### config.mk
export PLATFORM = sky130hd
export DESIGN_NAME = sample_frame_packetizer_top
export DESIGN_NICKNAME = d
export VERILOG_FILES = /design/src/hw/rtl/sfp_pkg.sv /design/src/hw/rtl/sample_frame_packetizer_top.sv /design/src/hw/rtl/sfp_front.sv /design/src/hw/rtl/sfp_fifo.sv /design/src/hw/rtl/sfp_back.sv
export SDC_FILE = /design/constraint.sdc
export NUM_CORES = 1
export LEC_CHECK = 0
export ABC_CLOCK_PERIOD_IN_PS = 3400
export BUFFER_PORTS_ARGS = -buffer_cell sky130_fd_sc_hd__buf_2
export CORE_AREA = 2 2 201 203
export CTS_BUF_LIST = sky130_fd_sc_hd__clkbuf_4 sky130_fd_sc_hd__clkbuf_8
export CTS_CLUSTER_DIAMETER = 60
export DETAILED_ROUTE_END_ITERATION = 8
export DIE_AREA = 0 0 203 205
export MAX_ROUTING_LAYER = met4
export PLACE_DENSITY = 0.76
export SLEW_MARGIN = 20
export SYNTH_ARGS = -nofsm -noshare
export SYNTH_HDL_FRONTEND = slang
export SYNTH_SLANG_ARGS = --single-unit
### constraint.sdc
create_clock -name clk -period 3.4 [get_ports clk]
set_input_delay 0.34 -clock clk [delete_from_list [all_inputs] [get_ports clk]]
set_output_delay 0.34 -clock clk [all_outputs]
set_load 0.01 [all_outputs]
### src/hw/rtl/sfp_pkg.sv
package sfp_pkg;

  localparam int FRAME_SAMPLES = 1024;
  localparam int POS_W = (FRAME_SAMPLES > 1) ? $clog2(FRAME_SAMPLES) : 1;
  localparam logic [POS_W-1:0] POS_LAST = POS_W'(FRAME_SAMPLES - 1);

  localparam int Q_DEPTH = 4;
  localparam int Q_AW = $clog2(Q_DEPTH);

  localparam int CFG_AW = 3;
  localparam logic CFG_IDX_FLAGS = 1'b0;

  localparam logic [7:0] HDR_BYTE0 = 8'hAA;
  localparam logic [7:0] HDR_BYTE1 = 8'h55;
  localparam logic [7:0] PAD_BYTE  = 8'h00;

  // byte positions within the per-item sequence
  localparam logic [3:0] B_HDR0  = 4'd0;
  localparam logic [3:0] B_HDR1  = 4'd1;
  localparam logic [3:0] B_SEQ0  = 4'd2;
  localparam logic [3:0] B_SEQ1  = 4'd3;
  localparam logic [3:0] B_SEQ2  = 4'd4;
  localparam logic [3:0] B_SEQ3  = 4'd5;
  localparam logic [3:0] B_TS0   = 4'd6;
  localparam logic [3:0] B_TS1   = 4'd7;
  localparam logic [3:0] B_TS2   = 4'd8;
  localparam logic [3:0] B_TS3   = 4'd9;
  localparam logic [3:0] B_FLAGS = 4'd10;
  localparam logic [3:0] B_PAD   = 4'd11;
  localparam logic [3:0] B_SMP0  = 4'd12;
  localparam logic [3:0] B_SMP1  = 4'd13;
  localparam logic [3:0] B_CS0   = 4'd14;
  localparam logic [3:0] B_CS1   = 4'd15;

  typedef struct packed {
    logic [15:0] sample_value;
    logic [31:0] time_stamp;
  } in_t;

  typedef struct packed {
    logic [7:0] out_byte;
    logic       run_last;
    logic       frame_end;
  } out_t;

  typedef struct packed {
    logic [15:0] sample;
    logic        first;
    logic        last;
    logic [31:0] seq;
    logic [31:0] stamp;
    logic [7:0]  flags;
    logic [15:0] csum;
  } job_t;

endpackage

### src/hw/rtl/sample_frame_packetizer_top.sv
// Channel   Handshake                 Payload
// input     push / full               in_item  (sample_value, time_stamp)
// output    pop / empty               out_item (out_byte, run_last, frame_end)
// config    psel/penable/pwrite/pready paddr, pwdata, prdata (frame_flags at 0x0)
//
// One output byte per cycle from the byte sequencer while a job is queued and pop
// drains; an item yields 2 bytes (14 on a frame's first sample, 4 on its last,
// 16 for one-sample frames). A 4-deep job queue sits between front and back;
// a 1024-item frame is 2062 bytes, so a faster source sees full after each header.
// Synchronous active-low reset clears position, sequence, checksum and flags.
// Input stalls only when the job queue is full; output holds while pop is low.
module sample_frame_packetizer_top (
  input  logic                      clk,
  input  logic                      rst_n,
  input  logic                      push,
  output logic                      full,
  input  sfp_pkg::in_t              in_item,
  input  logic                      pop,
  output logic                      empty,
  output sfp_pkg::out_t             out_item,
  input  logic                      psel,
  input  logic                      penable,
  input  logic                      pwrite,
  input  logic [sfp_pkg::CFG_AW-1:0] paddr,
  input  logic [31:0]               pwdata,
  output logic [31:0]               prdata,
  output logic                      pready
);

  logic          acc;
  logic [7:0]    flags_r;
  sfp_pkg::job_t job_in, job_head;
  logic          q_full, q_empty, head_pop;

  assign pready = 1'b1;
  assign prdata = (paddr[2] == sfp_pkg::CFG_IDX_FLAGS) ? {24'h0, flags_r} : 32'h0;

  always_ff @(posedge clk) begin
    if (!rst_n) begin
      flags_r <= '0;
    end else if (psel && penable && pwrite && pready
                 && paddr[2] == sfp_pkg::CFG_IDX_FLAGS) begin
      flags_r <= pwdata[7:0];
    end
  end

  assign full = q_full;
  assign acc  = push && !q_full;

  sfp_front u_front (
    .clk   (clk),
    .rst_n (rst_n),
    .acc   (acc),
    .item  (in_item),
    .flags (flags_r),
    .job   (job_in)
  );

  sfp_fifo u_fifo (
    .clk     (clk),
    .rst_n   (rst_n),
    .wr      (acc),
    .wdata   (job_in),
    .rd      (head_pop),
    .rdata   (job_head),
    .q_full  (q_full),
    .q_empty (q_empty)
  );

  sfp_back u_back (
    .clk      (clk),
    .rst_n    (rst_n),
    .head     (job_head),
    .head_vld (!q_empty),
    .head_pop (head_pop),
    .pop      (pop),
    .empty    (empty),
    .out_item (out_item)
  );

endmodule

### src/hw/rtl/sfp_front.sv
module sfp_front (
  input  logic          clk,
  input  logic          rst_n,
  input  logic          acc,
  input  sfp_pkg::in_t  item,
  input  logic [7:0]    flags,
  output sfp_pkg::job_t job
);

  logic [sfp_pkg::POS_W-1:0] pos_r, pos_nxt;
  logic [31:0] seq_r, seq_nxt;
  logic [15:0] xor_r, xor_nxt;
  logic        first, last;
  logic [15:0] base;

  always_comb begin
    first = (pos_r == '0);
    last  = (pos_r == sfp_pkg::POS_LAST);
    base  = first ? (seq_r[15:0] ^ seq_r[31:16] ^ item.time_stamp[15:0]
                     ^ item.time_stamp[31:16] ^ {8'h00, flags})
                  : xor_r;
    xor_nxt = base ^ item.sample_value;
    pos_nxt = last ? '0 : pos_r + 1'b1;
    seq_nxt = last ? seq_r + 32'd1 : seq_r;

    job.sample = item.sample_value;
    job.first  = first;
    job.last   = last;
    job.seq    = seq_r;
    job.stamp  = item.time_stamp;
    job.flags  = flags;
    job.csum   = xor_nxt;
  end

  always_ff @(posedge clk) begin
    if (!rst_n) begin
      pos_r <= '0;
      seq_r <= '0;
      xor_r <= '0;
    end else if (acc) begin
      pos_r <= pos_nxt;
      seq_r <= seq_nxt;
      xor_r <= xor_nxt;
    end
  end

endmodule

### src/hw/rtl/sfp_fifo.sv
module sfp_fifo (
  input  logic          clk,
  input  logic          rst_n,
  input  logic          wr,
  input  sfp_pkg::job_t wdata,
  input  logic          rd,
  output sfp_pkg::job_t rdata,
  output logic          q_full,
  output logic          q_empty
);

  sfp_pkg::job_t mem [sfp_pkg::Q_DEPTH];
  logic [sfp_pkg::Q_AW-1:0] wp_r, rp_r;
  logic [sfp_pkg::Q_AW:0]   cnt_r, cnt_nxt;

  assign q_full  = (cnt_r == (sfp_pkg::Q_AW+1)'(sfp_pkg::Q_DEPTH));
  assign q_empty = (cnt_r == '0);
  assign rdata   = mem[rp_r];

  always_comb begin
    cnt_nxt = cnt_r;
    if (wr && !rd) begin
      cnt_nxt = cnt_r + 1'b1;
    end else if (rd && !wr) begin
      cnt_nxt = cnt_r - 1'b1;
    end
  end

  always_ff @(posedge clk) begin
    if (wr) begin
      mem[wp_r] <= wdata;
    end
  end

  always_ff @(posedge clk) begin
    if (!rst_n) begin
      wp_r  <= '0;
      rp_r  <= '0;
      cnt_r <= '0;
    end else begin
      if (wr) begin
        wp_r <= wp_r + 1'b1;
      end
      if (rd) begin
        rp_r <= rp_r + 1'b1;
      end
      cnt_r <= cnt_nxt;
    end
  end

  a_no_overflow: assert property (@(posedge clk) disable iff (!rst_n)
    q_full && !rd |-> !wr) else $error("queue write while full");

  a_no_underflow: assert property (@(posedge clk) disable iff (!rst_n)
    q_empty |-> !rd) else $error("queue read while empty");

  a_cnt_range: assert property (@(posedge clk) disable iff (!rst_n)
    cnt_r <= (sfp_pkg::Q_AW+1)'(sfp_pkg::Q_DEPTH)) else $error("queue count out of range");

endmodule

### src/hw/rtl/sfp_back.sv
module sfp_back (
  input  logic          clk,
  input  logic          rst_n,
  input  sfp_pkg::job_t head,
  input  logic          head_vld,
  output logic          head_pop,
  input  logic          pop,
  output logic          empty,
  output sfp_pkg::out_t out_item
);

  logic          active_r, active_nxt;
  logic [3:0]    idx_r, idx_nxt;
  logic          ovld_r, ovld_nxt;
  sfp_pkg::out_t out_r;
  logic [3:0]    idx_cur, idx_end;
  logic          load;
  logic [7:0]    byte_sel;

  assign empty    = !ovld_r;
  assign out_item = out_r;

  always_comb begin
    idx_cur = active_r ? idx_r : (head.first ? sfp_pkg::B_HDR0 : sfp_pkg::B_SMP0);
    idx_end = head.last ? sfp_pkg::B_CS1 : sfp_pkg::B_SMP1;
    load    = head_vld && (!ovld_r || pop);

    case (idx_cur)
      sfp_pkg::B_HDR0:  byte_sel = sfp_pkg::HDR_BYTE0;
      sfp_pkg::B_HDR1:  byte_sel = sfp_pkg::HDR_BYTE1;
      sfp_pkg::B_SEQ0:  byte_sel = head.seq[7:0];
      sfp_pkg::B_SEQ1:  byte_sel = head.seq[15:8];
      sfp_pkg::B_SEQ2:  byte_sel = head.seq[23:16];
      sfp_pkg::B_SEQ3:  byte_sel = head.seq[31:24];
      sfp_pkg::B_TS0:   byte_sel = head.stamp[7:0];
      sfp_pkg::B_TS1:   byte_sel = head.stamp[15:8];
      sfp_pkg::B_TS2:   byte_sel = head.stamp[23:16];
      sfp_pkg::B_TS3:   byte_sel = head.stamp[31:24];
      sfp_pkg::B_FLAGS: byte_sel = head.flags;
      sfp_pkg::B_PAD:   byte_sel = sfp_pkg::PAD_BYTE;
      sfp_pkg::B_SMP0:  byte_sel = head.sample[7:0];
      sfp_pkg::B_SMP1:  byte_sel = head.sample[15:8];
      sfp_pkg::B_CS0:   byte_sel = head.csum[7:0];
      sfp_pkg::B_CS1:   byte_sel = head.csum[15:8];
      default:          byte_sel = sfp_pkg::PAD_BYTE;
    endcase

    head_pop   = load && (idx_cur == idx_end);
    active_nxt = active_r;
    idx_nxt    = idx_r;
    if (load) begin
      active_nxt = !head_pop;
      idx_nxt    = idx_cur + 4'd1;
    end

    ovld_nxt = ovld_r;
    if (load) begin
      ovld_nxt = 1'b1;
    end else if (pop) begin
      ovld_nxt = 1'b0;
    end
  end

  always_ff @(posedge clk) begin
    if (load) begin
      out_r.out_byte  <= byte_sel;
      out_r.run_last  <= (idx_cur == idx_end);
      out_r.frame_end <= (idx_cur == sfp_pkg::B_CS1);
    end
  end

  always_ff @(posedge clk) begin
    if (!rst_n) begin
      active_r <= 1'b0;
      idx_r    <= '0;
      ovld_r   <= 1'b0;
    end else begin
      active_r <= active_nxt;
      idx_r    <= idx_nxt;
      ovld_r   <= ovld_nxt;
    end
  end

  a_fend_last: assert property (@(posedge clk) disable iff (!rst_n)
    ovld_r && out_r.frame_end |-> out_r.run_last) else $error("frame end not item end");

  a_active_head: assert property (@(posedge clk) disable iff (!rst_n)
    active_r |-> head_vld) else $error("mid-item with empty queue");

  a_pop_marks_last: assert property (@(posedge clk) disable iff (!rst_n)
    head_pop |=> ovld_r && out_r.run_last) else $error("item retired without last byte");

endmodule
==> reports/metrics.csv <==
metric,value,unit
grt-ovfl-total,0,
worst_slack,0.6116,ns
min_path_type,input port to flip-flop,
grt_pass1_wl,74460,um
first_pass_iters,5,
place_ws,0.6729,ns
cts_buffers,80,
synth_warnings,0,
grt_usage,24.95,%
wirelength,49370,um
drc,0,
cts-root-buf,clkbuf_8,
p_per_area,592.1,nW/um^2
crit_path_top_delay_cell,dfxtp_1,
swShare,24.52,%
p_int,11.07,mW
final-setup-viol-count,0,
required,3.76,ns
gp_congestion,0.8363,
synthMuxAreaShare,11.81,%
multi_input_area,6367,um^2
clkSinkCount,515,
reg2regPathDepth,7,
path_depth,7,
dieArea,41620,um^2
drive_gt1_share,23.03,%
timing.rr.start,u_back.active_r$_SDFFE_PN0P_,
ys_types,59,
path_class,flip-flop to flip-flop,
fin_skew,0.03088,ns
syn_avg_cell_area,16.21,um^2
syn_inst,1325,
worstMarginPinSlew,0.7369,ns
synth_simple_gate_area_share,7.030,%
crit_chain,"and2_1, inv_1, ha_1, and4b_1, a22oi_1, nand3_1, a211o_1",
power_frac_seq,52.5,%
synth_area_leader_cell,edfxtp_1,
rsz0062_at_grt,no,
ys_ff_latch,515,
hpwl,30910,um
clk_pin_slew,0.06,ns
final_nets,1614,
finalSetupTns,0,ns
synth_top_family_by_area,multiplexers,
cts_buffer_depth,3,
endpoint,u_back.out_item[5]$_DFFE_PP_,
synthArstFlopShare,0,%
path_max_fanout,16,
critPathMaxStageDelay,0.59,ns
route.detailed.wl_per_inst,23.54,um
postRouteAntennaNets,0,
path_delay_family,simple AND/OR/NAND/NOR gates,
synthAdderAreaFrac,0.7921,%
cts_max_level,3,
p_sw,3.596,mW
synthFlopType,edfxtp_1,
yosys-top-cells-area,"edfxtp_1 (61%), mux4_2 (9.9%), dfxtp_1 (7.5%), xnor2_1 (2.1%), mux2i_1 (2.0%)",
synth_top_area_share,60.66,%
synth_compound_area_share,5.329,%
share_comb_of_total_power,11.5,%
critPathBufInv,1,
vias,12620,
initial_core_util,54.57,%
cts_tree,done,
synth-edff-count,434,
first_iter_violations,1286,
nFillCells,2695,
status,finished clean,
finalCritPeriodShare,82.01,%
pwr-share-clk,35.9,%
startpoint,u_back.active_r$_SDFFE_PN0P_,
finalHoldViolations,0,
cp-start-kind,flip-flop,
fp.dieW,203,um
syn-cell-area,21480,um^2
seqCellArea,14660,um^2
r2r_setup_slack,0.61,ns
ys_seq_area_share,68.21,%
slew_violations,0,
slew_headroom,50.87,%
cp-end-kind,flip-flop,
antenna_found_initial,0,
via_per_inst,6.020,
first_global_vias,12730,
diodes,0,
clk_latency,0.64,ns
r2r_end,u_back.out_item[5]$_DFFE_PP_,
port_buffers,83,
max_freq,358.6,MHz
ioPinCount,135,
cp.arrival,3.15,ns
layout_min_cycle_time,2.788,ns
post-route-util,62.91,%
die_h,205,um
core-area,39370,um^2
cap_violations,0,
rows,73,
area_growth,15.28,%
leakagePower,8.363,nW
grt_max_degree,58,
synthXorXnorAreaFrac,4.141,%
synth_common_cells,"edfxtp_1 (434), mux4_2 (94), nand2_1 (90), dfxtp_1 (81), xnor2_1 (51)",
synth_most_common_cell,edfxtp_1,
peakVddDrop,0.0002650,V
cts_resized,0,
## power groups by stage
stage	clock, mW	combinational, mW	sequential (mW)
6_report	5.27	1.69	7.71
5_1_grt	5.62	1.82	7.74
4_1_cts	5.34	1.69	7.70
3_5_place_dp	0	1.63	7.83
3_3_place_gp	0	1.58	7.79
2_1_floorplan	0	1.04	7.77
## timing repair
| action | CTS | global route |
|---|---|---|
| setup endpoints to repair | 0 | 0 |
| buffers inserted | 0 | 0 |
| endpoints found under the hold margin | 201 | 0 |
| hold buffers | 57 | 0 |
## how the worst min path moves through the flow
| stage | start | to | slack (ns) | cells after the start |
|---|---|---|---|---|
| detailed placement | u_fifo.rp_r[1]$_SDFFE_PN0P_ | flip-flop | 0.46 | 2 |
| finish | rst_n | u_front.seq_r[20]$_SDFFE_PN0P_ | 0.10 | 2 |
| global route | rst_n | u_front.seq_r[20]$_SDFFE_PN0P_ | 0.08 | 2 |
| floorplan | in_item[42] | u_fifo.mem[0][100]$_DFFE_PP_ | 0.44 | 0 |
| CTS | rst_n | u_front.seq_r[20]$_SDFFE_PN0P_ | 0.06 | 2 |
| global placement | u_fifo.rp_r[1]$_SDFFE_PN0P_ | flip-flop | 0.45 | 2 |
## kinds of logic after synthesis
logic type                 count (synthesis)
adders and majority gates                 13
DFF                                      515
muxes                                    136
and+or+nand+nor                          277
AOI/OAI and AO/OA                        179
other                                      2
xor gates and xnor gates                  89
buffers and inverters                    114
## registers in the layout (all words and copies together), names as in the netlist, named ones only
register	cells
flags_r	8
u_fifo.mem	424
u_fifo.cnt_r	3
u_back.ovld_r	1
u_fifo.wp_r	2
u_front.seq_r	32
u_back.out_item	10
u_back.active_r	1
u_back.idx_r	4
u_fifo.rp_r	2
u_front.pos_r	10
u_front.xor_r	16
## placed cells by master (no fill, tap or decap), types with 23 or more instances in the layout
master	Yosys	final
nor2_1	39	39
edfxtp_1	434	434
xor2_1	30	30
a21oi_1	45	45
conb_1	2	25
dfxtp_1	81	79
xnor2_1	51	51
nand3_1	27	27
o21ai_0	32	32
buf_4	27	24
mux2i_1	42	42
mux4_2	94	94
nand4_1	23	23
clkbuf_8	0	88
dlygate4sd3_1	0	57
nand2_1	90	90
buf_2	25	83
clkbuf_4	0	31
## area by class of cell
type | instances | area share, %
Multi-Input combinational cell | 719 | 25.71
Clock inverter | 24 | 0.7730
Sequential cell | 515 | 59.20
Timing Repair Buffer | 174 | 5.517
Tap cell | 525 | 2.652
Clock buffer | 119 | 5.830
Inverter | 21 | 0.3183
## worst reg2reg max path, cell delays in order, from the launching register on
cell	delay, ns
dfxtp_1	0.59
and2_1	0.28
inv_1	0.08
ha_1	0.24
and4b_1	0.44
a22oi_1	0.43
nand3_1	0.21
a211o_1	0.27
## metal layers
metal	wire [um]	vias to the layer above	global-route usage [%]
li1	-	5562	-
met1	19820	6369	32.94
met2	23590	593	38.30
met3	4169	99	4.868
met4	1783	0	10.58
met5	0	-	-
## metrics by stage
step,instance area [um^2],power (mW),hold WS [ns],instances
after floorplan,21570,8.805,0.4389,1348
after global placement,22560,9.370,0.4524,1897
after detailed placement,22560,9.460,0.4629,1897
after CTS,24770,14.73,0.05993,2097
after global routing,24770,15.18,0.08164,2097
final,24770,14.66,0.1019,2097
Power figures use the tool's default switching activity.
